==> config.mk <==
export PLATFORM = sky130hd
export DESIGN_NAME = xor_chunk_adler32_verifier_flat
export DESIGN_NICKNAME = d
export VERILOG_FILES = /design/src/hw/rtl/xca_pkg.sv /design/src/hw/rtl/xca_if.sv /design/src/hw/rtl/xor_chunk_adler32_verifier.sv /design/src/flat_wrapper.sv
export SDC_FILE = /design/constraint.sdc
export NUM_CORES = 1
export LEC_CHECK = 0
export BUFFER_PORTS_ARGS = -buffer_cell sky130_fd_sc_hd__buf_2
export CORE_MARGIN = 2
export CORE_UTILIZATION = 46
export CTS_CLUSTER_DIAMETER = 30
export DETAILED_ROUTE_END_ITERATION = 10
export PLACE_DENSITY_LB_ADDON = 0.2
export SLEW_MARGIN = 0
export SYNTH_ARGS = -nofsm -noshare
export SYNTH_HDL_FRONTEND = slang
export SYNTH_SLANG_ARGS = --single-unit
==> constraint.sdc <==
create_clock -name clk_i -period 24.5 [get_ports clk_i]
set_clock_uncertainty 0.2 [all_clocks]
set_input_delay 4.9 -clock clk_i [delete_from_list [all_inputs] [get_ports clk_i]]
set_output_delay 4.9 -clock clk_i [all_outputs]
set_load 0.01 [all_outputs]
==> src/hw/rtl/xca_pkg.sv <==
package xca_pkg;

  // Adler-32 modulus and header geometry
  localparam logic [16:0] AdlerMod         = 17'd65521;
  localparam int unsigned HeaderBytes      = 16;
  localparam logic [31:0] MaxChunkBytesDef = 32'd16777216;
  localparam logic [23:0] LengthLimitReset = 24'd12582912;
  localparam logic [31:0] SumInit          = 32'h0000_0001;

  // Result queue depth
  localparam int unsigned QueueDepth = 4;

  typedef enum logic [1:0] {
    StOk       = 2'd0,
    StSize     = 2'd1,
    StFlags    = 2'd2,
    StMismatch = 2'd3
  } status_e;

  typedef enum logic {
    KindByte   = 1'b0,
    KindStatus = 1'b1
  } kind_e;

  typedef struct packed {
    logic [7:0] data_byte;
    logic       chunk_start;
  } in_t;

  typedef struct packed {
    kind_e       out_kind;
    logic [7:0]  out_byte;
    status_e     status;
    logic [31:0] computed_sum;
    logic        last;
  } out_t;

endpackage

==> src/hw/rtl/xca_if.sv <==
// Input byte channel
interface xca_in_if ();
  logic          valid;
  logic          ready;
  xca_pkg::in_t  data;

  modport source (output valid, output data, input ready);
  modport sink   (input valid, input data, output ready);
endinterface

// Result channel
interface xca_out_if ();
  logic          valid;
  logic          ready;
  xca_pkg::out_t data;

  modport source (output valid, output data, input ready);
  modport sink   (input valid, input data, output ready);
endinterface

// Length limit write channel
interface xca_cfg_if ();
  logic        valid;
  logic        ready;
  logic [23:0] data;

  modport source (output valid, output data, input ready);
  modport sink   (input valid, input data, output ready);
endinterface

==> src/hw/rtl/xor_chunk_adler32_verifier.sv <==
// Results are registered in the result queue before they are offered; the status
// item after the last payload byte is pushed with its byte item and follows it.
// Throughput: one byte per cycle while in ready is high; the last payload byte yields
// two results; the four-entry queue drains one per cycle while out ready is high.
// Input ready drops while the result queue holds more than two entries.
// Reset (rst_ni low, asynchronous): parser idle, queue empty, sums 1/0,
// length limit back to 12582912.
module xor_chunk_adler32_verifier #(
  parameter logic [31:0] MaxChunkBytes = xca_pkg::MaxChunkBytesDef
) (
  input  logic     clk_i,
  input  logic     rst_ni,
  xca_in_if.sink   in_i,
  xca_out_if.source out_o,
  xca_cfg_if.sink  cfg_i
);

  localparam int unsigned PtrW = $clog2(xca_pkg::QueueDepth);
  localparam int unsigned CntW = $clog2(xca_pkg::QueueDepth + 1);

  typedef enum logic [1:0] {
    PhIdle    = 2'd0,
    PhHeader  = 2'd1,
    PhPayload = 2'd2
  } phase_e;

  // Parser state
  phase_e      phase_q, phase_d;
  logic [23:0] pos_q, pos_d;
  logic [31:0] size_q, size_d;
  logic [31:0] flags_q, flags_d;
  logic [31:0] expect_q, expect_d;
  logic [7:0]  key_q, key_d;
  logic [15:0] s1_q, s1_d;
  logic [15:0] s2_q, s2_d;
  logic [23:0] limit_q;

  // Result queue
  xca_pkg::out_t          queue_q [xca_pkg::QueueDepth];
  logic [PtrW-1:0]        wr_ptr_q, rd_ptr_q;
  logic [CntW-1:0]        count_q;

  logic          in_xfer, out_xfer;
  logic [1:0]    n_res;
  xca_pkg::out_t res0, res1;

  // Effective state after a chunk start
  phase_e      ph_e;
  logic [23:0] pos_e;
  logic [31:0] size_e, flags_e, expect_e;
  logic [7:0]  key_e;
  logic [15:0] s1_e, s2_e;

  logic [3:0]  idx;
  logic [31:0] lane;
  logic [7:0]  dec;
  logic [16:0] s1_sum, s1_red, s2_sum, s2_red;
  logic [24:0] pos_inc;
  logic [31:0] new_sum;

  assign in_xfer     = in_i.valid && in_i.ready;
  assign out_xfer    = out_o.valid && out_o.ready;
  assign in_i.ready  = count_q <= CntW'(xca_pkg::QueueDepth - 2);
  assign out_o.valid = count_q != '0;
  assign out_o.data  = queue_q[rd_ptr_q];
  assign cfg_i.ready = 1'b1;

  // Hold the length limit
  always_ff @(posedge clk_i or negedge rst_ni) begin
    if (!rst_ni) begin
      limit_q <= xca_pkg::LengthLimitReset;
    end else if (cfg_i.valid && cfg_i.ready) begin
      limit_q <= cfg_i.data;
    end
  end

  // Adler-32 step on the decoded byte
  assign dec     = in_i.data.data_byte ^ key_e;
  assign s1_sum  = {1'b0, s1_e} + {9'b0, dec};
  assign s1_red  = (s1_sum >= xca_pkg::AdlerMod) ? s1_sum - xca_pkg::AdlerMod : s1_sum;
  assign s2_sum  = {1'b0, s2_e} + {1'b0, s1_red[15:0]};
  assign s2_red  = (s2_sum >= xca_pkg::AdlerMod) ? s2_sum - xca_pkg::AdlerMod : s2_sum;
  assign new_sum = {s2_red[15:0], s1_red[15:0]};
  assign pos_inc = {1'b0, pos_e} + 25'd1;
  assign idx     = pos_e[3:0];
  assign lane    = {24'b0, in_i.data.data_byte} << {idx[1:0], 3'b000};

  // Parse the header, decode the payload and build the results
  always_comb begin
    ph_e     = phase_q;
    pos_e    = pos_q;
    size_e   = size_q;
    flags_e  = flags_q;
    expect_e = expect_q;
    key_e    = key_q;
    s1_e     = s1_q;
    s2_e     = s2_q;
    if (in_i.data.chunk_start) begin
      ph_e     = PhHeader;
      pos_e    = '0;
      size_e   = '0;
      flags_e  = '0;
      expect_e = '0;
      key_e    = '0;
      s1_e     = 16'd1;
      s2_e     = '0;
    end

    phase_d  = ph_e;
    pos_d    = pos_e;
    size_d   = size_e;
    flags_d  = flags_e;
    expect_d = expect_e;
    key_d    = key_e;
    s1_d     = s1_e;
    s2_d     = s2_e;
    n_res    = 2'd0;

    res0.out_kind     = xca_pkg::KindStatus;
    res0.out_byte     = '0;
    res0.status       = xca_pkg::StOk;
    res0.computed_sum = {s2_e, s1_e};
    res0.last         = 1'b1;
    res1              = res0;

    case (ph_e)
      PhHeader: begin
        case (idx[3:2])
          2'd0:    size_d   = size_e | lane;
          2'd1:    flags_d  = flags_e | lane;
          2'd2:    expect_d = expect_e | lane;
          default: if (idx[1:0] == 2'd0) key_d = in_i.data.data_byte;
        endcase
        pos_d = 24'(idx) + 24'd1;
        if (idx == 4'(xca_pkg::HeaderBytes - 1)) begin
          pos_d = '0;
          if (size_d > {8'b0, limit_q} || size_d > MaxChunkBytes) begin
            n_res       = 2'd1;
            res0.status = xca_pkg::StSize;
            phase_d     = PhIdle;
          end else if (flags_d != '0) begin
            n_res       = 2'd1;
            res0.status = xca_pkg::StFlags;
            phase_d     = PhIdle;
          end else if (size_d == '0) begin
            n_res       = 2'd1;
            res0.status = ({s2_e, s1_e} == expect_d) ? xca_pkg::StOk
                                                     : xca_pkg::StMismatch;
            phase_d     = PhIdle;
          end else begin
            phase_d = PhPayload;
          end
        end
      end
      PhPayload: begin
        s1_d              = s1_red[15:0];
        s2_d              = s2_red[15:0];
        n_res             = 2'd1;
        res0.out_kind     = xca_pkg::KindByte;
        res0.out_byte     = dec;
        res0.computed_sum = new_sum;
        res0.last         = 1'b0;
        pos_d             = pos_inc[23:0];
        if (pos_inc >= {1'b0, size_e[23:0]}) begin
          n_res             = 2'd2;
          res1.computed_sum = new_sum;
          res1.status       = (new_sum == expect_e) ? xca_pkg::StOk
                                                    : xca_pkg::StMismatch;
          phase_d           = PhIdle;
          pos_d             = '0;
        end
      end
      default: begin
        n_res = 2'd0;
      end
    endcase
  end

  // Advance the parser on each input transfer
  always_ff @(posedge clk_i or negedge rst_ni) begin
    if (!rst_ni) begin
      phase_q  <= PhIdle;
      pos_q    <= '0;
      size_q   <= '0;
      flags_q  <= '0;
      expect_q <= '0;
      key_q    <= '0;
      s1_q     <= 16'd1;
      s2_q     <= '0;
    end else if (in_xfer) begin
      phase_q  <= phase_d;
      pos_q    <= pos_d;
      size_q   <= size_d;
      flags_q  <= flags_d;
      expect_q <= expect_d;
      key_q    <= key_d;
      s1_q     <= s1_d;
      s2_q     <= s2_d;
    end
  end

  // Push results into the queue
  always_ff @(posedge clk_i) begin
    if (in_xfer && n_res != 2'd0) begin
      queue_q[wr_ptr_q] <= res0;
    end
    if (in_xfer && n_res == 2'd2) begin
      queue_q[wr_ptr_q + PtrW'(1)] <= res1;
    end
  end

  // Track queue pointers and fill level
  always_ff @(posedge clk_i or negedge rst_ni) begin
    if (!rst_ni) begin
      wr_ptr_q <= '0;
      rd_ptr_q <= '0;
      count_q  <= '0;
    end else begin
      if (in_xfer) begin
        wr_ptr_q <= wr_ptr_q + PtrW'(in_xfer ? n_res : 2'd0);
      end
      if (out_xfer) begin
        rd_ptr_q <= rd_ptr_q + PtrW'(1);
      end
      count_q <= count_q + CntW'(in_xfer ? n_res : 2'd0) - CntW'(out_xfer);
    end
  end

endmodule

==> src/flat_wrapper.sv <==
// flat-port wrapper written by rule: the top's interface ports become plain ports
module xor_chunk_adler32_verifier_flat 
#(
  parameter logic [31:0] MaxChunkBytes = xca_pkg::MaxChunkBytesDef
)
  (clk_i, rst_ni, in_i_valid, in_i_data, in_i_ready, out_o_valid, out_o_data, out_o_ready, cfg_i_valid, cfg_i_data, cfg_i_ready);
  xca_in_if in_i_i ();
  xca_out_if out_o_i ();
  xca_cfg_if cfg_i_i ();
  input  logic clk_i;
  input  logic rst_ni;
  input wire logic [$bits(in_i_i.valid)-1:0] in_i_valid;
  input wire logic [$bits(in_i_i.data)-1:0] in_i_data;
  output wire logic [$bits(in_i_i.ready)-1:0] in_i_ready;
  output wire logic [$bits(out_o_i.valid)-1:0] out_o_valid;
  output wire logic [$bits(out_o_i.data)-1:0] out_o_data;
  input wire logic [$bits(out_o_i.ready)-1:0] out_o_ready;
  input wire logic [$bits(cfg_i_i.valid)-1:0] cfg_i_valid;
  input wire logic [$bits(cfg_i_i.data)-1:0] cfg_i_data;
  output wire logic [$bits(cfg_i_i.ready)-1:0] cfg_i_ready;
  assign in_i_i.valid = in_i_valid;
  assign in_i_i.data = in_i_data;
  assign in_i_ready = in_i_i.ready;
  assign out_o_valid = out_o_i.valid;
  assign out_o_data = out_o_i.data;
  assign out_o_i.ready = out_o_ready;
  assign cfg_i_i.valid = cfg_i_valid;
  assign cfg_i_i.data = cfg_i_data;
  assign cfg_i_ready = cfg_i_i.ready;
  xor_chunk_adler32_verifier #(.MaxChunkBytes(MaxChunkBytes)) u_core (.clk_i(clk_i), .rst_ni(rst_ni), .in_i(in_i_i), .out_o(out_o_i), .cfg_i(cfg_i_i));
endmodule
==> results of run 1 <==
[worst max-delay path: cells and delay by family]
kind / cells / cell delay, ps
compound gates: 15 / 4730
simple gates: 9 / 2210
buf+inv: 5 / 1560
fa+ha+maj: 3 / 1140
xor+xnor: 4 / 1400
[layer usage]
metal / vias up / share of wire, % / global-route usage [%]
met1: 10817 / 43 / 47.54
li1: 9717 / - / -
met2: 1179 / 45 / 51.35
met5: - / 0 / 0
met4: 0 / 3.2 / 12.18
met3: 180 / 9.5 / 6.712
[metrics by stage]
step	worst slack, ps	area [um^2]
global placement	8728	24240
finish	8579	27280
global route	7929	27280
CTS	9078	27280
detailed placement	8507	24240
floorplan	9026	23260
[state kept, by name, indices dropped and copies added (netlist names), 8 cells and up]
register / count
u_core.queue_q: 172
u_core.expect_q: 32
u_core.flags_q: 32
u_core.size_q: 32
u_core.limit_q: 24
u_core.pos_q: 24
u_core.s1_q: 16
u_core.s2_q: 16
u_core.key_q: 8
[cells by family (layout without fill, tap and decap cells)]
family                   after synthesis  count (layout)  synth area share (%)
flip-flops                           365             365                 41.43
XOR/XNOR                              80              80                 3.077
adder cells (fa/ha/maj)               85              85                 4.636
multiplexers                          78              78                 5.696
other                                  1               1               0.01612
AND/OR/NAND/NOR                      933             933                 18.84
buffers and inverters                269             391                 4.432
AO/OA/AOI/OAI                        767             767                 21.88
[power breakdown]
| part | total (W) | switching (W) | internal (W) |
|---|---|---|---|
| Clock | 0.00119 | 0.000379 | 0.000812 |
| Combinational | 0.000605 | 0.000374 | 0.000231 |
| Sequential | 0.000702 | 0.0000273 | 0.000675 |
[cell type report]
type | instances | area (um^2)
clock buffer | 104 | 2277
sequential | 365 | 9641
timing repair buffer | 125 | 739.5
clock inverter | 52 | 767.0
inverter | 110 | 412.9
tap | 672 | 840.8
fill | 4553 | 22780
multi-input combinational | 1944 | 12610
[layout by cell type, fill, tap and decap left out, drive strengths merged, types with 31 or more instances in the layout]
cell / count
o21ai: 262
nand2: 352
ha: 83
nand4: 48
a21o: 32
dfrtp: 190
edfxtp: 136
a21oi: 110
xnor2: 61
dfxtp: 36
nand3: 72
nor4: 45
mux4: 43
nor3: 53
clkbuf: 105
inv: 114
o22ai: 97
nor2: 205
buf: 124
or3: 31
[worst max path at each step]
| stage | start | end | slack [ps] | cells past startpoint |
|---|---|---|---|---|
| 2_1_floorplan | in_i_data[0] | u_core.queue_q[0][34] | 9030 | 44 |
| 3_3_place_gp | in_i_data[0] | u_core.queue_q[0][33] | 8730 | 36 |
| 3_5_place_dp | in_i_data[0] | u_core.queue_q[0][33] | 8510 | 36 |
| 4_1_cts | in_i_data[0] | u_core.queue_q[0][33] | 9080 | 36 |
| 5_1_grt | in_i_data[0] | u_core.queue_q[2][33] | 7930 | 36 |
| 6_report | in_i_data[0] | u_core.queue_q[0][33] | 8580 | 36 |
==> flow_metrics.tcl, run 1 <==
set metrics [dict create \
    timing_hold_violations_final 0 \
    postSynth.asyncResetShare_pct 52.88 \
    static-leakage-power_nw 11.10 \
    numPortBuffers 83 \
    core_area_um2 50070 \
    status "finished clean" \
    slowest_stage "sky130_fd_sc_hd__a2111oi_4" \
    place.gp.congestion 0.9743 \
    grt_max_degree 114 \
    grt_use_total_pct 33.65 \
    post-dp-hpwl_um 64560 \
    clock_tree.htree_level_count 3 \
    post_cts.resized_instances 0 \
    number_of_synthesized_register_bits 365 \
    global_route_wire_length_before_repair_um 134100 \
    route.detailed.wl_per_inst_um 26.36 \
    power_w 0.002497 \
    synth_instances 2578 \
    reg_to_reg_start "u_core.s1_q[3]" \
    clock_period_minus_final_worst_setup_slack_ps 15920 \
    critical_path.max_stage_delay_ps 720 \
    yosysTopAreaCell "sky130_fd_sc_hd__dfrtp_1" \
    drcViolationCount 0 \
    rrSetupSlack_ps 12960 \
    synth_cell_types 99 \
    cts_root_buf "sky130_fd_sc_hd__clkbuf_16" \
    placed_instance_count 3216 \
    yosysSeqAreaShare_pct 41.43 \
    crit_arrival_ps 16010 \
    worstPathMaxFanout 38 \
    synth_top_cells_by_count "sky130_fd_sc_hd__nand2_1 (352), sky130_fd_sc_hd__o21ai_0 (254), sky130_fd_sc_hd__nor2_1 (205), sky130_fd_sc_hd__dfrtp_1 (190), sky130_fd_sc_hd__clkbuf_1 (137)" \
    synth_top_area_share_pct 20.44 \
    regToRegEndpoint "u_core.queue_q[0][33]" \
    syn-cell-area_um2 23260 \
    wirelength_um 88880 \
    synthToLayoutAreaGrowth_pct 17.29 \
    slew_of_the_pin_with_the_lowest_slew_margin_ps 1339 \
    post_layout_nonfiller_instances 3372 \
    fin_tns_setup_ps 0 \
    synthesis.yosys.warnings 0 \
    start_util_pct 46.46 \
    cts.clk_slew.worst_paths_ps 50 \
    max-vdd-ir-drop_v 0.00008321 \
    worst-r2r-cell-count 31 \
    die_w_um 228.9 \
    slew_viol_final 0 \
    detail_route.first_pass.iterations 6 \
    clock-sinks 365 \
    hold_path_depth 1 \
    finalHoldWorstSlack_ps 261.7 \
    row_count 82 \
    antenna_cells_inserted 0 \
    required_ps 24590 \
    detail-route-antenna-nets 0 \
    clock_latency_ps 640 \
    destination_of_the_worst_hold_path "u_core.queue_q[2][0]" \
    route.detailed.vias_per_inst 6.493 \
    first_global_vias 21096 \
    number_of_antenna_violations_at_the_first_check_in_global_routing 0 \
    post-synth-top-count-cell "sky130_fd_sc_hd__nand2_1" \
    setup_viol 0 \
    clock_path_buffers 3 \
    crit_path_start_kind "input pin" \
    critPathCaptureType "flop" \
    vias_post_dr 21893 \
    finalNetCount 2753 \
    cts_buffers 84 \
    synth-edff-count 136 \
    power_density_nw_per_um2 91.53 \
    maxCapViolations 0 \
    worst_hold_startpoint "u_core.queue_q[2][0]" \
    grt_setup_unrepaired "false" \
    fp.dieArea_um2 52390 \
    die_height_um 228.9 \
    timing.setup.critical_path_class "in -> reg" \
    grt-ovfl-total 0 \
    fin_crit_sh_pct 64.98 \
    yosys-top-cells-area "sky130_fd_sc_hd__dfrtp_1 (20%), sky130_fd_sc_hd__edfxtp_1 (18%), sky130_fd_sc_hd__nand2_1 (5.7%)" \
    postCtsSetupRepairBufs 0 \
    synthesized_area_per_cell_um2 9.023 \
    drt-initial-drc-count 2661 \
    post_route_cells_drive_above_1_share_pct 13.85 \
    timing.critical_path.mode_cell "sky130_fd_sc_hd__xnor2_1" \
    synth_fp_nets 2701 \
    synth_ff_type "sky130_fd_sc_hd__dfrtp_1" \
    min-delay-path-class "reg -> reg" \
    layout.core_utilization_pct 54.50 \
    design.portCount 85 \
    cts_tree "done" \
    timing.max_slew.rel_slack_pct 10.58 \
    max_freq_mhz 62.81 \
    cts_hold_buf 0 \
]
Note: power is estimated with default switching activity, not from simulation.
==> inputs of run 2 (changes only) <==
clock period = 15.17 ns   (was 24.5 ns; I/O delays follow)
==> run 2 against run 1 <==
Sequential share of layout area rose by 0.076 points. Sequential power rose by 61%. Final area fell by 0.22%. Clock power rose by 57%. Global-route usage fell by 0.18 points. Non-clock buffer count fell by 1. Register-to-register slack got worse by 8900 ps. Flip-flop and latch count did not move. Via count rose by 1.2%.
==> flow_metrics.tcl, run 2 (synthesized netlist as in run 1, its figures left out) <==
set metrics [dict create \
    drt-initial-drc-count 2686 \
    clock_latency_ps 630 \
    reg_to_reg_start "u_core.s1_q[3]" \
    min-delay-path-class "reg -> reg" \
    cts_tree "done" \
    fin_tns_setup_ps 0 \
    post_route_cells_drive_above_1_share_pct 13.72 \
    start_util_pct 46.46 \
    post_cts.resized_instances 0 \
    status "finished clean" \
    static-leakage-power_nw 11.25 \
    first_global_vias 21127 \
    place.gp.congestion 1.004 \
    numPortBuffers 83 \
    core_area_um2 50070 \
    required_ps 15280 \
    detail-route-antenna-nets 0 \
    postCtsSetupRepairBufs 0 \
    grt_max_degree 78 \
    worst_hold_startpoint "u_core.queue_q[3][37]" \
    wirelength_um 88510 \
    critical_path.max_stage_delay_ps 840 \
    critPathCaptureType "flop" \
    worst-r2r-cell-count 32 \
    hold_path_depth 1 \
    grt_use_total_pct 33.47 \
    finalNetCount 2756 \
    worstPathMaxFanout 32 \
    die_w_um 228.9 \
    maxCapViolations 0 \
    route.detailed.wl_per_inst_um 26.19 \
    placed_instance_count 3215 \
    fin_crit_sh_pct 87.74 \
    route.detailed.vias_per_inst 6.556 \
    clock-sinks 365 \
    timing.critical_path.mode_cell "sky130_fd_sc_hd__xnor2_1" \
    most_frequent_cells_in_the_layout "sky130_fd_sc_hd__nand2_1 (350), sky130_fd_sc_hd__o21ai_0 (253), sky130_fd_sc_hd__nor2_1 (205)" \
    regMostFlops "u_core.queue_q" \
    slew_of_the_pin_with_the_lowest_slew_margin_ps 1355 \
    design.portCount 85 \
    post-dp-hpwl_um 64880 \
    die_height_um 228.9 \
    clock_tree.htree_level_count 3 \
    timing.setup.critical_path_class "in -> reg" \
    crit_arrival_ps 13420 \
    detail_route.first_pass.iterations 6 \
    vias_post_dr 22160 \
    cts_hold_buf 0 \
    power_density_nw_per_um2 141.6 \
    cts.clk_slew.worst_paths_ps 50 \
    clock_path_buffers 3 \
    setup_viol 0 \
    largest_register_ffs 172 \
    cts_root_buf "sky130_fd_sc_hd__clkbuf_16" \
    max-vdd-ir-drop_v 0.0001471 \
    cts_buffers 88 \
    global_route_wire_length_before_repair_um 132900 \
    post_layout_nonfiller_instances 3380 \
    crit_path_start_kind "input pin" \
    synthToLayoutAreaGrowth_pct 17.04 \
    number_of_antenna_violations_at_the_first_check_in_global_routing 2 \
    timing.max_slew.rel_slack_pct 9.194 \
    crit_start "in_i_data[0]" \
    row_count 82 \
    max_freq_mhz 75.13 \
    grt_setup_unrepaired "false" \
    final_common_cell "sky130_fd_sc_hd__nand2_1" \
    drcViolationCount 0 \
    grt-ovfl-total 0 \
    clock_period_minus_final_worst_setup_slack_ps 13310 \
    timing_hold_violations_final 0 \
    slowest_stage "sky130_fd_sc_hd__a2111oi_4" \
    slew_viol_final 0 \
    power_w 0.003854 \
    fp.dieArea_um2 52390 \
]
==> run 2: power breakdown <==
part / leakage [nW] / switching (W) / internal [W] / total, W
Combinational: 5.46 / 0.000550 / 0.000303 / 0.000854
Sequential: 4.33 / 0.0000441 / 0.00109 / 0.00113
Clock: 1.45 / 0.000590 / 0.00128 / 0.00187
==> run 2: layout make-up <==
cell class,instances,area [um^2]
Antenna cell,4,10.01
Sequential cell,365,9641
Multi-Input combinational cell,1944,12610
Inverter,110,412.9
Clock inverter,42,501.7
Fill cell,4635,22840
Timing Repair Buffer,124,732.0
Tap cell,672,840.8
Clock buffer,119,2481
==> run 2: path summary, 6_finish.rpt <==
check / slack, ps / end
setup / recovery: 1860 / u_core.queue_q[0][33]
hold / removal: 260 / u_core.queue_q[3][37]
setup reg to reg: 4030 / u_core.queue_q[0][33]
hold reg to reg: 260 / u_core.queue_q[3][37]
max in group asynchronous: 11120 / u_core.s2_q[8]
min in group asynchronous: 2170 / u_core.limit_q[14]
==> run 2: critical path, delay by kind of cell <==
family	cells	cell delay [ps]
AOI/OAI and AO/OA	16	5670
xor gates and xnor gates	3	940
adders and majority gates	3	1160
buffers and inverters	4	720
and+or+nand+nor	8	1840
==> run 2: per-stage QoR <==
stage               utilization, %  worst slack [ps]  cell area [um^2]  hold WS, ps
floorplan                        -              1562             23260        227.1
global placement             48.40              1825             24230        238.4
detailed placement           48.40              1505             24230        246.3
CTS                          54.36              2120             27220        261.3
global route                 54.36              1271             27220        272.6
finish                       54.38              1860             27230        259.8
==> run 2: layer usage <==
| metal | wire length [um] | GRT usage (%) | vias to the layer above | share of wire (%) |
|---|---|---|---|---|
| met1 | 36150 | 45.86 | 10882 | 41 |
| li1 | - | - | 9739 | - |
| met4 | 4091 | 13.72 | 0 | 4.6 |
| met2 | 39120 | 51.04 | 1274 | 44 |
| met5 | 0 | 0 | - | 0 |
| met3 | 9152 | 7.997 | 265 | 10 |
